`src/sv/tct_pkg.sv`:
```
package tct_pkg;

    localparam int CAPACITY_DEF = 32;
    localparam int MAX_RESULTS = 32;
    localparam int DATA_W = 32;
    localparam int ID_W = 8;

    typedef enum logic [2:0] {
        CMD_ADVANCE   = 3'd0,
        CMD_SEEK      = 3'd1,
        CMD_ADD       = 3'd2,
        CMD_REMOVE_AT = 3'd3,
        CMD_REMOVE_RG = 3'd4,
        CMD_CLEAR     = 3'd5,
        CMD_QUERY     = 3'd6,
        CMD_NONE      = 3'd7
    } cmd_t;

    localparam logic [0:0] REG_AUTO_REMOVE = 1'b0;

    // Commands from the controller to the datapath.
    typedef struct packed {
        logic load;       // capture the request and restart the scan
        logic scan_step;  // advance the table scan
        logic move_step;  // advance the insert or erase sweep
        logic emit_step;  // advance the emit index
        logic fill_upd;   // update the fill count
        logic play_upd;   // update the playhead
    } dp_cmd_t;

    // Status from the datapath to the controller.
    typedef struct packed {
        logic scan_done;
        logic move_done;
        logic emit_done;
        logic emit_any;
    } dp_stat_t;

endpackage

```
`src/sv/tct_if.sv`:
```
interface tct_in_if;
    logic        valid;
    logic        ready;
    logic [2:0]  command;
    logic signed [31:0] time_a;
    logic signed [31:0] time_b;
    logic [7:0]  cue_id;
    modport source (output valid, command, time_a, time_b, cue_id, input ready);
    modport sink (input valid, command, time_a, time_b, cue_id, output ready);
endinterface

interface tct_out_if;
    logic        valid;
    logic        ready;
    logic        hit;
    logic [7:0]  hit_id;
    logic signed [31:0] hit_time;
    logic        status;
    logic        last;
    modport source (output valid, hit, hit_id, hit_time, status, last, input ready);
    modport sink (input valid, hit, hit_id, hit_time, status, last, output ready);
endinterface

```
`src/sv/tct_ram.sv`:
```
module tct_ram #(
    parameter int WIDTH = 8,
    parameter int DEPTH = 32
) (
    input  logic                     clk,
    input  logic                     we,
    input  logic [$clog2(DEPTH)-1:0] waddr,
    input  logic [WIDTH-1:0]         wdata,
    input  logic [$clog2(DEPTH)-1:0] raddr,
    output logic [WIDTH-1:0]         rdata
);
    logic [WIDTH-1:0] mem [DEPTH];

    always_ff @(posedge clk)
    begin
        if (we)
        begin
            mem[waddr] <= wdata;
        end
        rdata <= mem[raddr];
    end
endmodule

```
`src/sv/tct_ctrl.sv`:
```
module tct_ctrl import tct_pkg::*; (
    input  logic       clk,
    input  logic       rst_n,
    input  logic       in_valid,
    output logic       in_ready,
    input  logic [2:0] in_cmd,
    input  logic       auto_remove,
    input  logic       full,
    input  logic       rev_range,
    input  logic       out_ready,
    output logic       out_valid,
    output logic       out_hit,
    output logic       out_status,
    output logic       out_last,
    output dp_cmd_t    cmd,
    input  dp_stat_t   stat
);
    typedef enum logic [5:0] {
        S_IDLE = 6'b000001,
        S_SCAN = 6'b000010,
        S_EMIT = 6'b000100,
        S_WAIT = 6'b001000,
        S_MOVE = 6'b010000,
        S_ACK  = 6'b100000
    } state_t;

    state_t state_reg, state_next;
    cmd_t cmd_reg, cmd_next;
    logic status_reg, status_next;

    always_ff @(posedge clk or negedge rst_n)
    begin
        if (!rst_n)
        begin
            state_reg  <= S_IDLE;
            cmd_reg    <= CMD_NONE;
            status_reg <= 1'b0;
        end
        else
        begin
            state_reg  <= state_next;
            cmd_reg    <= cmd_next;
            status_reg <= status_next;
        end
    end

    always_comb
    begin
        state_next  = state_reg;
        cmd_next    = cmd_reg;
        status_next = status_reg;
        cmd         = '0;
        in_ready    = 1'b0;
        out_valid   = 1'b0;
        out_hit     = 1'b0;
        out_status  = 1'b0;
        out_last    = 1'b1;
        unique case (state_reg)
            S_IDLE:
            begin
                in_ready = 1'b1;
                if (in_valid)
                begin
                    cmd.load    = 1'b1;
                    cmd_next    = cmd_t'(in_cmd);
                    status_next = 1'b0;
                    state_next  = S_SCAN;
                end
            end
            S_SCAN:
            begin
                cmd.scan_step = 1'b1;
                if (stat.scan_done)
                begin
                    unique case (cmd_reg)
                        CMD_ADVANCE:
                            state_next = stat.emit_any ? S_EMIT : S_ACK;
                        CMD_QUERY:
                            state_next = (!rev_range && stat.emit_any) ? S_EMIT : S_ACK;
                        CMD_ADD:
                        begin
                            if (full)
                            begin
                                status_next = 1'b1;
                                state_next  = S_ACK;
                            end
                            else
                            begin
                                state_next = S_MOVE;
                            end
                        end
                        CMD_REMOVE_AT:
                            state_next = S_MOVE;
                        CMD_REMOVE_RG:
                            state_next = rev_range ? S_ACK : S_MOVE;
                        default:
                            state_next = S_ACK;
                    endcase
                end
            end
            S_EMIT:
            begin
                // The read issued here returns next cycle.
                state_next = S_WAIT;
            end
            S_WAIT:
            begin
                out_valid = 1'b1;
                out_hit   = 1'b1;
                out_last  = stat.emit_done;
                if (out_ready)
                begin
                    cmd.emit_step = 1'b1;
                    if (!stat.emit_done)
                    begin
                        state_next = S_EMIT;
                    end
                    else if (cmd_reg == CMD_ADVANCE && auto_remove)
                    begin
                        state_next = S_MOVE;
                    end
                    else
                    begin
                        cmd.play_upd = (cmd_reg == CMD_ADVANCE);
                        state_next   = S_IDLE;
                    end
                end
            end
            S_MOVE:
            begin
                cmd.move_step = 1'b1;
                if (stat.move_done)
                begin
                    cmd.fill_upd = 1'b1;
                    if (cmd_reg == CMD_ADVANCE)
                    begin
                        cmd.play_upd = 1'b1;
                        state_next   = S_IDLE;
                    end
                    else
                    begin
                        state_next = S_ACK;
                    end
                end
            end
            S_ACK:
            begin
                out_valid  = 1'b1;
                out_status = status_reg;
                if (out_ready)
                begin
                    cmd.play_upd = (cmd_reg inside {CMD_ADVANCE, CMD_SEEK});
                    cmd.fill_upd = (cmd_reg == CMD_CLEAR);
                    state_next   = S_IDLE;
                end
            end
            default:
                state_next = S_IDLE;
        endcase
    end
endmodule

```
`src/sv/tct_dp.sv`:
```
module tct_dp import tct_pkg::*; #(
    parameter int CAPACITY = CAPACITY_DEF
) (
    input  logic                     clk,
    input  logic                     rst_n,
    input  logic [2:0]               in_cmd,
    input  logic signed [DATA_W-1:0] in_a,
    input  logic signed [DATA_W-1:0] in_b,
    input  logic [ID_W-1:0]          in_id,
    input  dp_cmd_t                  cmd,
    output dp_stat_t                 stat,
    output logic                     full,
    output logic                     rev_range,
    output logic [ID_W-1:0]          hit_id,
    output logic signed [DATA_W-1:0] hit_time
);
    localparam int AW = (CAPACITY > 1) ? $clog2(CAPACITY) : 1;
    localparam int CW = $clog2(CAPACITY + 1);
    localparam int RD = (CAPACITY > 1) ? CAPACITY : 2;
    localparam logic [CW-1:0] CAP = CW'(CAPACITY);
    localparam logic [CW-1:0] MAXR = (CAPACITY < MAX_RESULTS) ? CAP : CW'(MAX_RESULTS);

    localparam logic [1:0] MPH_READ  = 2'd0;
    localparam logic [1:0] MPH_WRITE = 2'd1;
    localparam logic [1:0] MPH_NEW   = 2'd2;

    logic [CW-1:0] fill_reg, fill_next;
    logic signed [DATA_W-1:0] play_reg, pl_next_reg;
    cmd_t c_reg;
    logic signed [DATA_W-1:0] ins_t_reg, lo_t_reg, hi_t_reg;
    logic [ID_W-1:0] id_reg;
    logic rev_reg;
    logic pend_reg;
    logic [CW-1:0] idx_reg, lo_reg, hi_reg, emit_reg, mv_reg;
    logic [CW-1:0] emit_plus;
    logic [1:0] mph_reg;
    logic [32:0] step;
    logic [32:0] sum;
    logic signed [DATA_W-1:0] sat;
    logic ins;

    logic we;
    logic [AW-1:0] waddr, raddr;
    logic signed [DATA_W-1:0] wt, rt;
    logic [ID_W-1:0] wi, ri;

    tct_ram #(.WIDTH(DATA_W), .DEPTH(RD)) u_time (
        .clk(clk), .we(we), .waddr(waddr), .wdata(wt), .raddr(raddr), .rdata(rt));
    tct_ram #(.WIDTH(ID_W), .DEPTH(RD)) u_id (
        .clk(clk), .we(we), .waddr(waddr), .wdata(wi), .raddr(raddr), .rdata(ri));

    // A negative step counts as zero; the end of the window saturates.
    assign step = in_a[31] ? 33'd0 : {1'b0, in_a};
    assign sum = {play_reg[31], play_reg} + step;
    assign sat = (!sum[32] && sum[31]) ? 32'sh7fffffff : sum[31:0];

    assign full = (fill_reg >= CAP);
    assign rev_range = rev_reg;
    assign hit_id = ri;
    assign hit_time = rt;
    assign ins = (c_reg == CMD_ADD);
    assign emit_plus = emit_reg + CW'(1);

    always_comb
    begin
        stat.scan_done = !pend_reg && (idx_reg >= fill_reg);
        stat.emit_any  = (hi_reg > lo_reg);
        stat.emit_done = (emit_plus >= hi_reg) || ((emit_plus - lo_reg) >= MAXR);
        stat.move_done = ins ? (mph_reg == MPH_NEW)
                             : (mph_reg == MPH_READ && mv_reg >= fill_reg);
    end

    // Insert shifts entries fill-1 down to hi up by one, then writes the new
    // cue at hi. Erase copies entries hi..fill-1 down to lo.
    always_comb
    begin
        raddr = emit_reg[AW-1:0];
        if (cmd.scan_step)
        begin
            raddr = idx_reg[AW-1:0];
        end
        if (cmd.move_step)
        begin
            raddr = mv_reg[AW-1:0];
        end
        we    = 1'b0;
        waddr = '0;
        wt    = rt;
        wi    = ri;
        if (cmd.move_step)
        begin
            if (ins)
            begin
                if (mph_reg == MPH_WRITE)
                begin
                    we    = 1'b1;
                    waddr = AW'(mv_reg + CW'(1));
                end
                else if (mph_reg == MPH_NEW)
                begin
                    we    = 1'b1;
                    waddr = hi_reg[AW-1:0];
                    wt    = ins_t_reg;
                    wi    = id_reg;
                end
            end
            else if (mph_reg == MPH_WRITE)
            begin
                we    = 1'b1;
                waddr = AW'(mv_reg - hi_reg + lo_reg);
            end
        end
    end

    always_ff @(posedge clk or negedge rst_n)
    begin
        if (!rst_n)
        begin
            fill_reg    <= '0;
            play_reg    <= '0;
            pl_next_reg <= '0;
            c_reg       <= CMD_NONE;
            ins_t_reg   <= '0;
            id_reg      <= '0;
            rev_reg     <= 1'b0;
            lo_t_reg    <= '0;
            hi_t_reg    <= '0;
            pend_reg    <= 1'b0;
            idx_reg     <= '0;
            lo_reg      <= '0;
            hi_reg      <= '0;
            emit_reg    <= '0;
            mv_reg      <= '0;
            mph_reg     <= MPH_READ;
        end
        else
        begin
            if (cmd.load)
            begin
                c_reg     <= cmd_t'(in_cmd);
                ins_t_reg <= in_a;
                id_reg    <= in_id;
                rev_reg   <= (in_b < in_a);
                idx_reg   <= '0;
                pend_reg  <= 1'b0;
                lo_reg    <= '0;
                hi_reg    <= '0;
                unique case (cmd_t'(in_cmd)) inside
                    CMD_ADVANCE:
                    begin
                        lo_t_reg    <= play_reg;
                        hi_t_reg    <= sat;
                        pl_next_reg <= sat;
                    end
                    CMD_REMOVE_RG, CMD_QUERY:
                    begin
                        lo_t_reg    <= in_a;
                        hi_t_reg    <= in_b;
                        pl_next_reg <= in_a;
                    end
                    default:
                    begin
                        lo_t_reg    <= in_a;
                        hi_t_reg    <= in_a;
                        pl_next_reg <= in_a;
                    end
                endcase
            end
            if (cmd.scan_step)
            begin
                // Reads are issued one per cycle; the compare takes the registered read data, flagged by pend_reg.
                if (idx_reg < fill_reg)
                begin
                    idx_reg  <= idx_reg + CW'(1);
                    pend_reg <= 1'b1;
                end
                else
                begin
                    pend_reg <= 1'b0;
                end
                if (pend_reg)
                begin
                    if (rt < lo_t_reg)
                    begin
                        lo_reg <= lo_reg + CW'(1);
                    end
                    if (rt <= hi_t_reg)
                    begin
                        hi_reg <= hi_reg + CW'(1);
                    end
                end
                if (stat.scan_done)
                begin
                    emit_reg <= lo_reg;
                    mv_reg   <= ins ? fill_reg - CW'(1) : hi_reg;
                    mph_reg  <= (ins && fill_reg == hi_reg) ? MPH_NEW : MPH_READ;
                end
            end
            if (cmd.move_step)
            begin
                if (ins)
                begin
                    if (mph_reg == MPH_READ)
                    begin
                        mph_reg <= MPH_WRITE;
                    end
                    else if (mph_reg == MPH_WRITE)
                    begin
                        if (mv_reg == hi_reg)
                        begin
                            mph_reg <= MPH_NEW;
                        end
                        else
                        begin
                            mph_reg <= MPH_READ;
                            mv_reg  <= mv_reg - CW'(1);
                        end
                    end
                end
                else
                begin
                    if (mph_reg == MPH_READ)
                    begin
                        if (mv_reg < fill_reg)
                        begin
                            mph_reg <= MPH_WRITE;
                        end
                    end
                    else
                    begin
                        mph_reg <= MPH_READ;
                        mv_reg  <= mv_reg + CW'(1);
                    end
                end
            end
            if (cmd.emit_step)
            begin
                emit_reg <= emit_plus;
            end
            if (cmd.fill_upd)
            begin
                fill_reg <= fill_next;
            end
            if (cmd.play_upd)
            begin
                play_reg <= pl_next_reg;
            end
        end
    end

    always_comb
    begin
        case (c_reg) inside
            CMD_ADD:
                fill_next = fill_reg + CW'(1);
            CMD_CLEAR:
                fill_next = '0;
            CMD_REMOVE_AT, CMD_REMOVE_RG, CMD_ADVANCE:
                fill_next = fill_reg - (hi_reg - lo_reg);
            default:
                fill_next = fill_reg;
        endcase
    end
endmodule

```
`src/sv/timed_cue_table.sv`:
```
// timed_cue_table: a time-sorted table of cues with a Q16.16 playhead.
// Requests arrive on the in channel (command, time_a, time_b, cue_id); the
// block takes one request at a time and accepts the next one only after the
// last result of the current one has been taken and its table update is done.
// Every request yields one or more results; last marks the final one.
// Advance and query stream one result per matched cue in time order, at most
// MAX_RESULTS, or a single acknowledgement when nothing matches.
// Each request is accepted, then the table is scanned one entry per cycle;
// each reported cue is read from the cue memory and then presented, and an
// insert or an erase sweeps each shifted entry with a read and then a write;
// an acknowledgement is given when no cue is reported.
// A stalled receiver simply holds the current result; nothing is lost.
// Reset clears the fill count, the playhead and auto_remove; the cue memory
// needs no clearing because only entries below the fill count are read.
// auto_remove is at APB address 0.
module timed_cue_table import tct_pkg::*; #(
    parameter int CAPACITY = CAPACITY_DEF
) (
    input  logic        clk,
    input  logic        rst_n,
    tct_in_if.sink      req,
    tct_out_if.source   rsp,
    input  logic        psel,
    input  logic        penable,
    input  logic        pwrite,
    input  logic [1:0]  paddr,
    input  logic [31:0] pwdata,
    output logic [31:0] prdata,
    output logic        pready
);
    localparam logic [1:0] ADDR_AUTO_REMOVE = 2'(4 * REG_AUTO_REMOVE);

    logic auto_remove_reg;
    dp_cmd_t cmd;
    dp_stat_t stat;
    logic full, rev_range;
    logic [ID_W-1:0] hid;
    logic signed [DATA_W-1:0] htime;
    logic ohit;

    assign pready = 1'b1;
    assign prdata = (paddr == ADDR_AUTO_REMOVE) ? {31'd0, auto_remove_reg} : 32'd0;

    always_ff @(posedge clk or negedge rst_n)
    begin
        if (!rst_n)
        begin
            auto_remove_reg <= 1'b0;
        end
        else if (psel && penable && pwrite && paddr == ADDR_AUTO_REMOVE)
        begin
            auto_remove_reg <= pwdata[0];
        end
    end

    tct_ctrl u_ctrl (
        .clk(clk), .rst_n(rst_n), .in_valid(req.valid), .in_ready(req.ready),
        .in_cmd(req.command), .auto_remove(auto_remove_reg), .full(full),
        .rev_range(rev_range), .out_ready(rsp.ready), .out_valid(rsp.valid),
        .out_hit(ohit), .out_status(rsp.status), .out_last(rsp.last),
        .cmd(cmd), .stat(stat));

    tct_dp #(.CAPACITY(CAPACITY)) u_dp (
        .clk(clk), .rst_n(rst_n), .in_cmd(req.command), .in_a(req.time_a),
        .in_b(req.time_b), .in_id(req.cue_id),
        .cmd(cmd), .stat(stat), .full(full), .rev_range(rev_range),
        .hit_id(hid), .hit_time(htime));

    assign rsp.hit = ohit;
    assign rsp.hit_id = ohit ? hid : 8'd0;
    assign rsp.hit_time = ohit ? htime : 32'sd0;
endmodule

```
`src/flat_wrapper.sv`:
```
// flat-port wrapper written by rule: the top's interface ports become plain ports
module timed_cue_table_flat import tct_pkg::*;
#(
    parameter int CAPACITY = CAPACITY_DEF
)
  (clk, rst_n, psel, penable, pwrite, paddr, pwdata, prdata, pready, req_valid, req_command, req_time_a, req_time_b, req_cue_id, req_ready, rsp_valid, rsp_hit, rsp_hit_id, rsp_hit_time, rsp_status, rsp_last, rsp_ready);
  tct_in_if req_i ();
  tct_out_if rsp_i ();
  input  logic clk;
  input  logic rst_n;
  input  logic psel;
  input  logic penable;
  input  logic pwrite;
  input  logic [1:0] paddr;
  input  logic [31:0] pwdata;
  output logic [31:0] prdata;
  output logic pready;
  input wire logic [$bits(req_i.valid)-1:0] req_valid;
  input wire logic [$bits(req_i.command)-1:0] req_command;
  input wire logic [$bits(req_i.time_a)-1:0] req_time_a;
  input wire logic [$bits(req_i.time_b)-1:0] req_time_b;
  input wire logic [$bits(req_i.cue_id)-1:0] req_cue_id;
  output wire logic [$bits(req_i.ready)-1:0] req_ready;
  output wire logic [$bits(rsp_i.valid)-1:0] rsp_valid;
  output wire logic [$bits(rsp_i.hit)-1:0] rsp_hit;
  output wire logic [$bits(rsp_i.hit_id)-1:0] rsp_hit_id;
  output wire logic [$bits(rsp_i.hit_time)-1:0] rsp_hit_time;
  output wire logic [$bits(rsp_i.status)-1:0] rsp_status;
  output wire logic [$bits(rsp_i.last)-1:0] rsp_last;
  input wire logic [$bits(rsp_i.ready)-1:0] rsp_ready;
  assign req_i.valid = req_valid;
  assign req_i.command = req_command;
  assign req_i.time_a = req_time_a;
  assign req_i.time_b = req_time_b;
  assign req_i.cue_id = req_cue_id;
  assign req_ready = req_i.ready;
  assign rsp_valid = rsp_i.valid;
  assign rsp_hit = rsp_i.hit;
  assign rsp_hit_id = rsp_i.hit_id;
  assign rsp_hit_time = rsp_i.hit_time;
  assign rsp_status = rsp_i.status;
  assign rsp_last = rsp_i.last;
  assign rsp_i.ready = rsp_ready;
  timed_cue_table #(.CAPACITY(CAPACITY)) u_core (.clk(clk), .rst_n(rst_n), .req(req_i), .rsp(rsp_i), .psel(psel), .penable(penable), .pwrite(pwrite), .paddr(paddr), .pwdata(pwdata), .prdata(prdata), .pready(pready));
endmodule
```
`config.mk`:
```
export PLATFORM = sky130hd
export DESIGN_NAME = timed_cue_table_flat
export DESIGN_NICKNAME = d
export VERILOG_FILES = /design/src/sv/tct_pkg.sv /design/src/sv/tct_if.sv /design/src/sv/tct_ram.sv /design/src/sv/tct_ctrl.sv /design/src/sv/tct_dp.sv /design/src/sv/timed_cue_table.sv /design/src/flat_wrapper.sv
export SDC_FILE = /design/constraint.sdc
export NUM_CORES = 2
export LEC_CHECK = 0
export CAP_MARGIN = 15
export CORE_AREA = 8 8 368 549
export CTS_CLUSTER_SIZE = 16
export DETAILED_ROUTE_END_ITERATION = 10
export DIE_AREA = 0 0 376 557
export DONT_BUFFER_PORTS = 1
export MAX_ROUTING_LAYER = met4
export PLACE_DENSITY = 0.49
export SYNTH_ARGS = -nofsm -noshare
export SYNTH_HDL_FRONTEND = slang
export SYNTH_SLANG_ARGS = --single-unit
```
`constraint.sdc`:
```
create_clock -name clk -period 14.8 [get_ports clk]
set_input_delay 1.48 -clock clk [delete_from_list [all_inputs] [get_ports clk]]
set_output_delay 1.48 -clock clk [all_outputs]
set_load 0.01 [all_outputs]
```
==> results.yml <==
run_status:
  outcome: "finished clean"
yosys:
  synth_cells: 5438
  ys_warn_count: 0
  ys_types: 89
  synth_seq_cells: 1539
  yosys-top-cells-area: "edfxtp_1 (57%), dfrtp_1 (8.0%), nand2_1 (6.7%)"
  syn_avg_cell_area_um2: 12.4
  syn_area_mm2: 0.0673
  synth-seq-area-share_pct: 66.4
  yosysTopAreaCell: "edfxtp_1"
  synth_top_area_share_pct: 57.1
  async_flop_share_pct: 14.2
  synth_edf_count: 1280
  ys.flop_type: "edfxtp_1"
layout:
  multi_input_area_mm2: 0.0207
  drive_gt1_share_pct: 8.26
  largest_reg_flops: 1024
  final_cell_mix: "edfxtp_1 (1,280), nand2_1 (1,204), nand3_1 (346)"
  seq_area_mm2: 0.0447
  final_area_mm2: 0.0747
  n_fill_cell: 18500
  final_nets: 5661
  largest_registers: "u_core.u_dp.u_time.mem: 1024 flops, u_core.u_dp.u_id.mem: 256 flops"
  area_growth_pct: 11.0
  final_common_cell: "edfxtp_1"
  largest_register: "u_core.u_dp.u_time.mem"
critical_path:
  worstPathRequired_ns: 15.50
  cp_slowest_stage_delay_ns: 0.87
  cp_data_arrival_time_ns: 6.24
  startpoint_type: "register"
  end_kind: "register"
  crit_chain: "or3b_1 -> or2_4 -> a31oi_4 -> buf_12 -> buf_12 -> buf_4 -> mux2i_1 -> a32oi_1 -> a31oi_1 -> nor4_2"
  cp.buffers_inverters: 3
  slowest_stage: "buf_4"
  crit_path_max_fanout: 143
  cpLargestDelayFamily: "buffers and inverters"
  crit_type: "reg -> reg"
  cpMostUsedCell: "buf_12"
clocking:
  post_cts_buffers: 0
  htree_levels: 4
  cts_tree: "built"
  ctsResizeCount: 0
  insertion_delay_ns: 0.82
  cts_buffers: 157
  postCtsHoldBufs: 0
  cts_root_buffer: "clkbuf_16"
  clock_sinks: 1539
  clkTransAtPathRegs_ns: 0.06
  cts.path.max_buffers: 4
placed_design:
  portBuffers: 0
  dp_hpwl_mm: 116
  gp_congestion: 0.906
  dpl_cell_area_mm2: 0.0700
power:
  peakVddDrop_v: 0.000169
  cellPowerDensity_mw_per_mm2: 190
  p_leak_nw: 26.9
sta:
  finalSetupViolCount: 0
  finalCriticalPeriod_ns: 5.53
  setup_tns_ns: 0
  finClkSkew_ns: 0.0401
  tightestPinTransition_ns: 1.16
  rsz0062_at_grt: "no"
  hold_viol: 0
  slew_headroom_pct: 21.8
  finalCritPeriodShare_pct: 37.4
  drv_slew: 0
  fmax_mhz: 181
min_path:
  hold_path_class: "in -> async"
routing:
  avgRoutedWirePerCell_um: 26.4
  vias: 44000
  first_iter_violations: 3996
  avgViaCountPerCell: 5.45
  wirelength_mm: 213
  antenna_violating_nets_post_route: 0
  drc: 0
  first_pass_iters: 6
grt:
  first_global_vias: 43200
  grt_pass1_wl_mm: 305
  grt-ovfl-total: 0
  track_usage_pct: 20.1
  antenna_found_initial: 11
  grt_max_degree: 220
floorplanning:
  dieArea_mm2: 0.209
  die_h_um: 557
  ioPinCount: 194
  coreArea_mm2: 0.194
  initial_core_util_pct: 34.8
  die_w_um: 376
  placementRows: 198
run:
  maxCapViolations: 0
[kinds of logic after synthesis]
family / Yosys count / share of synthesized area [%]
adders and majority gates: 191 / 3.66
buffers and inverters: 516 / 3.43
xor gates and xnor gates: 65 / 0.846
and+or+nand+nor: 1998 / 13.0
muxes: 246 / 3.80
other: 2 / 0.0112
DFF: 1539 / 66.4
AOI/OAI and AO/OA: 881 / 8.86
[Yosys cell counts (all sizes together) (5+ instances only)]
master and n:
xnor2 44, nand2 1207, o22ai 11, mux2i 173, nor2 200, or2 5, buf 180, nor2b 11
and2 50, ha 181, o21bai 7, a221oi 24, nor3 49, a21oi 127, a211o 6, a211oi 25
fa 10, edfxtp 1280, mux2 73, a2111oi 8, o21a 6, or3 12, a31oi 215, o211ai 33
a222oi 16, nand2b 18, or4 5, nand4 35, a21o 28, nand3 346, a32oi 160, dfxtp 40
clkbuf 175, a22oi 12, dfrtp 215, o21ai 165, o31ai 8, inv 161, nor4 46, xor2 21
[routing by layer]
metal	track usage (%)	routed length, um	up-vias
met3	2.70	11400	414
met1	23.8	84800	22400
met2	35.3	110000	1379
li1	-	-	19900
met4	7.06	7600	0
met5	-	0	-
[report_power, final]
part	switching, mW	leakage (nW)	total, mW	internal, mW
Combinational	3.20	10.1	4.57	1.37
Clock	1.67	2.29	3.77	2.10
Sequential	0.347	14.5	5.88	5.53
[metrics by stage]
step	util (%)	setup slack (ns)	hold WS (ns)	total power, mW	cells
after floorplan	-	10.07	0.440	9.01	5468
after global placement	36.1	8.72	0.457	10.5	7793
after detailed placement	36.1	8.63	0.460	10.5	7794
after CTS	38.6	9.18	0.348	14.3	8069
after global routing	38.6	8.91	0.349	14.9	8077
final	38.6	9.27	0.381	14.2	8078
[area by class of cell]
| type | instances | area share (%) |
|---|---|---|
| flip-flops and latches | 1539 | 59.8 |
| multi-input cells | 3413 | 27.7 |
| clock buffers | 222 | 5.77 |
| well taps | 2600 | 4.35 |
| repair buffers | 82 | 0.921 |
| inverters | 161 | 0.809 |
| clock inverters | 53 | 0.537 |
| diodes | 8 | 0.0268 |
[worst paths after layout]
kind | end | start | cells after the start | slack, ns
max reg2reg | u_core.u_dp.u_time.rdata[6] | u_core.u_ctrl.state_reg[4] | 10 | 9.27
min in group clk | u_core.u_dp.id_reg[0] | u_core.u_dp.id_reg[0] | 2 | 0.47
min reg2reg | u_core.u_dp.id_reg[0] | u_core.u_dp.id_reg[0] | 2 | 0.47
max | u_core.u_dp.u_time.rdata[6] | u_core.u_ctrl.state_reg[4] | 10 | 9.27
max in group asynchronous | u_core.u_dp.play_reg[12] | rst_n | 0 | 13.59
min | u_core.u_dp.id_reg[3] | rst_n | 0 | 0.38
[worst reg2reg max path: stages (launching register included)]
cell	delay (ns)
dfrtp_1	0.54
or3b_1	0.44
or2_4	0.38
a31oi_4	0.77
buf_12	0.60
buf_12	0.77
buf_4	0.99
mux2i_1	0.25
a32oi_1	0.25
a31oi_1	0.15
nor4_2	0.30
No activity file was read; power rests on OpenSTA's default activity.
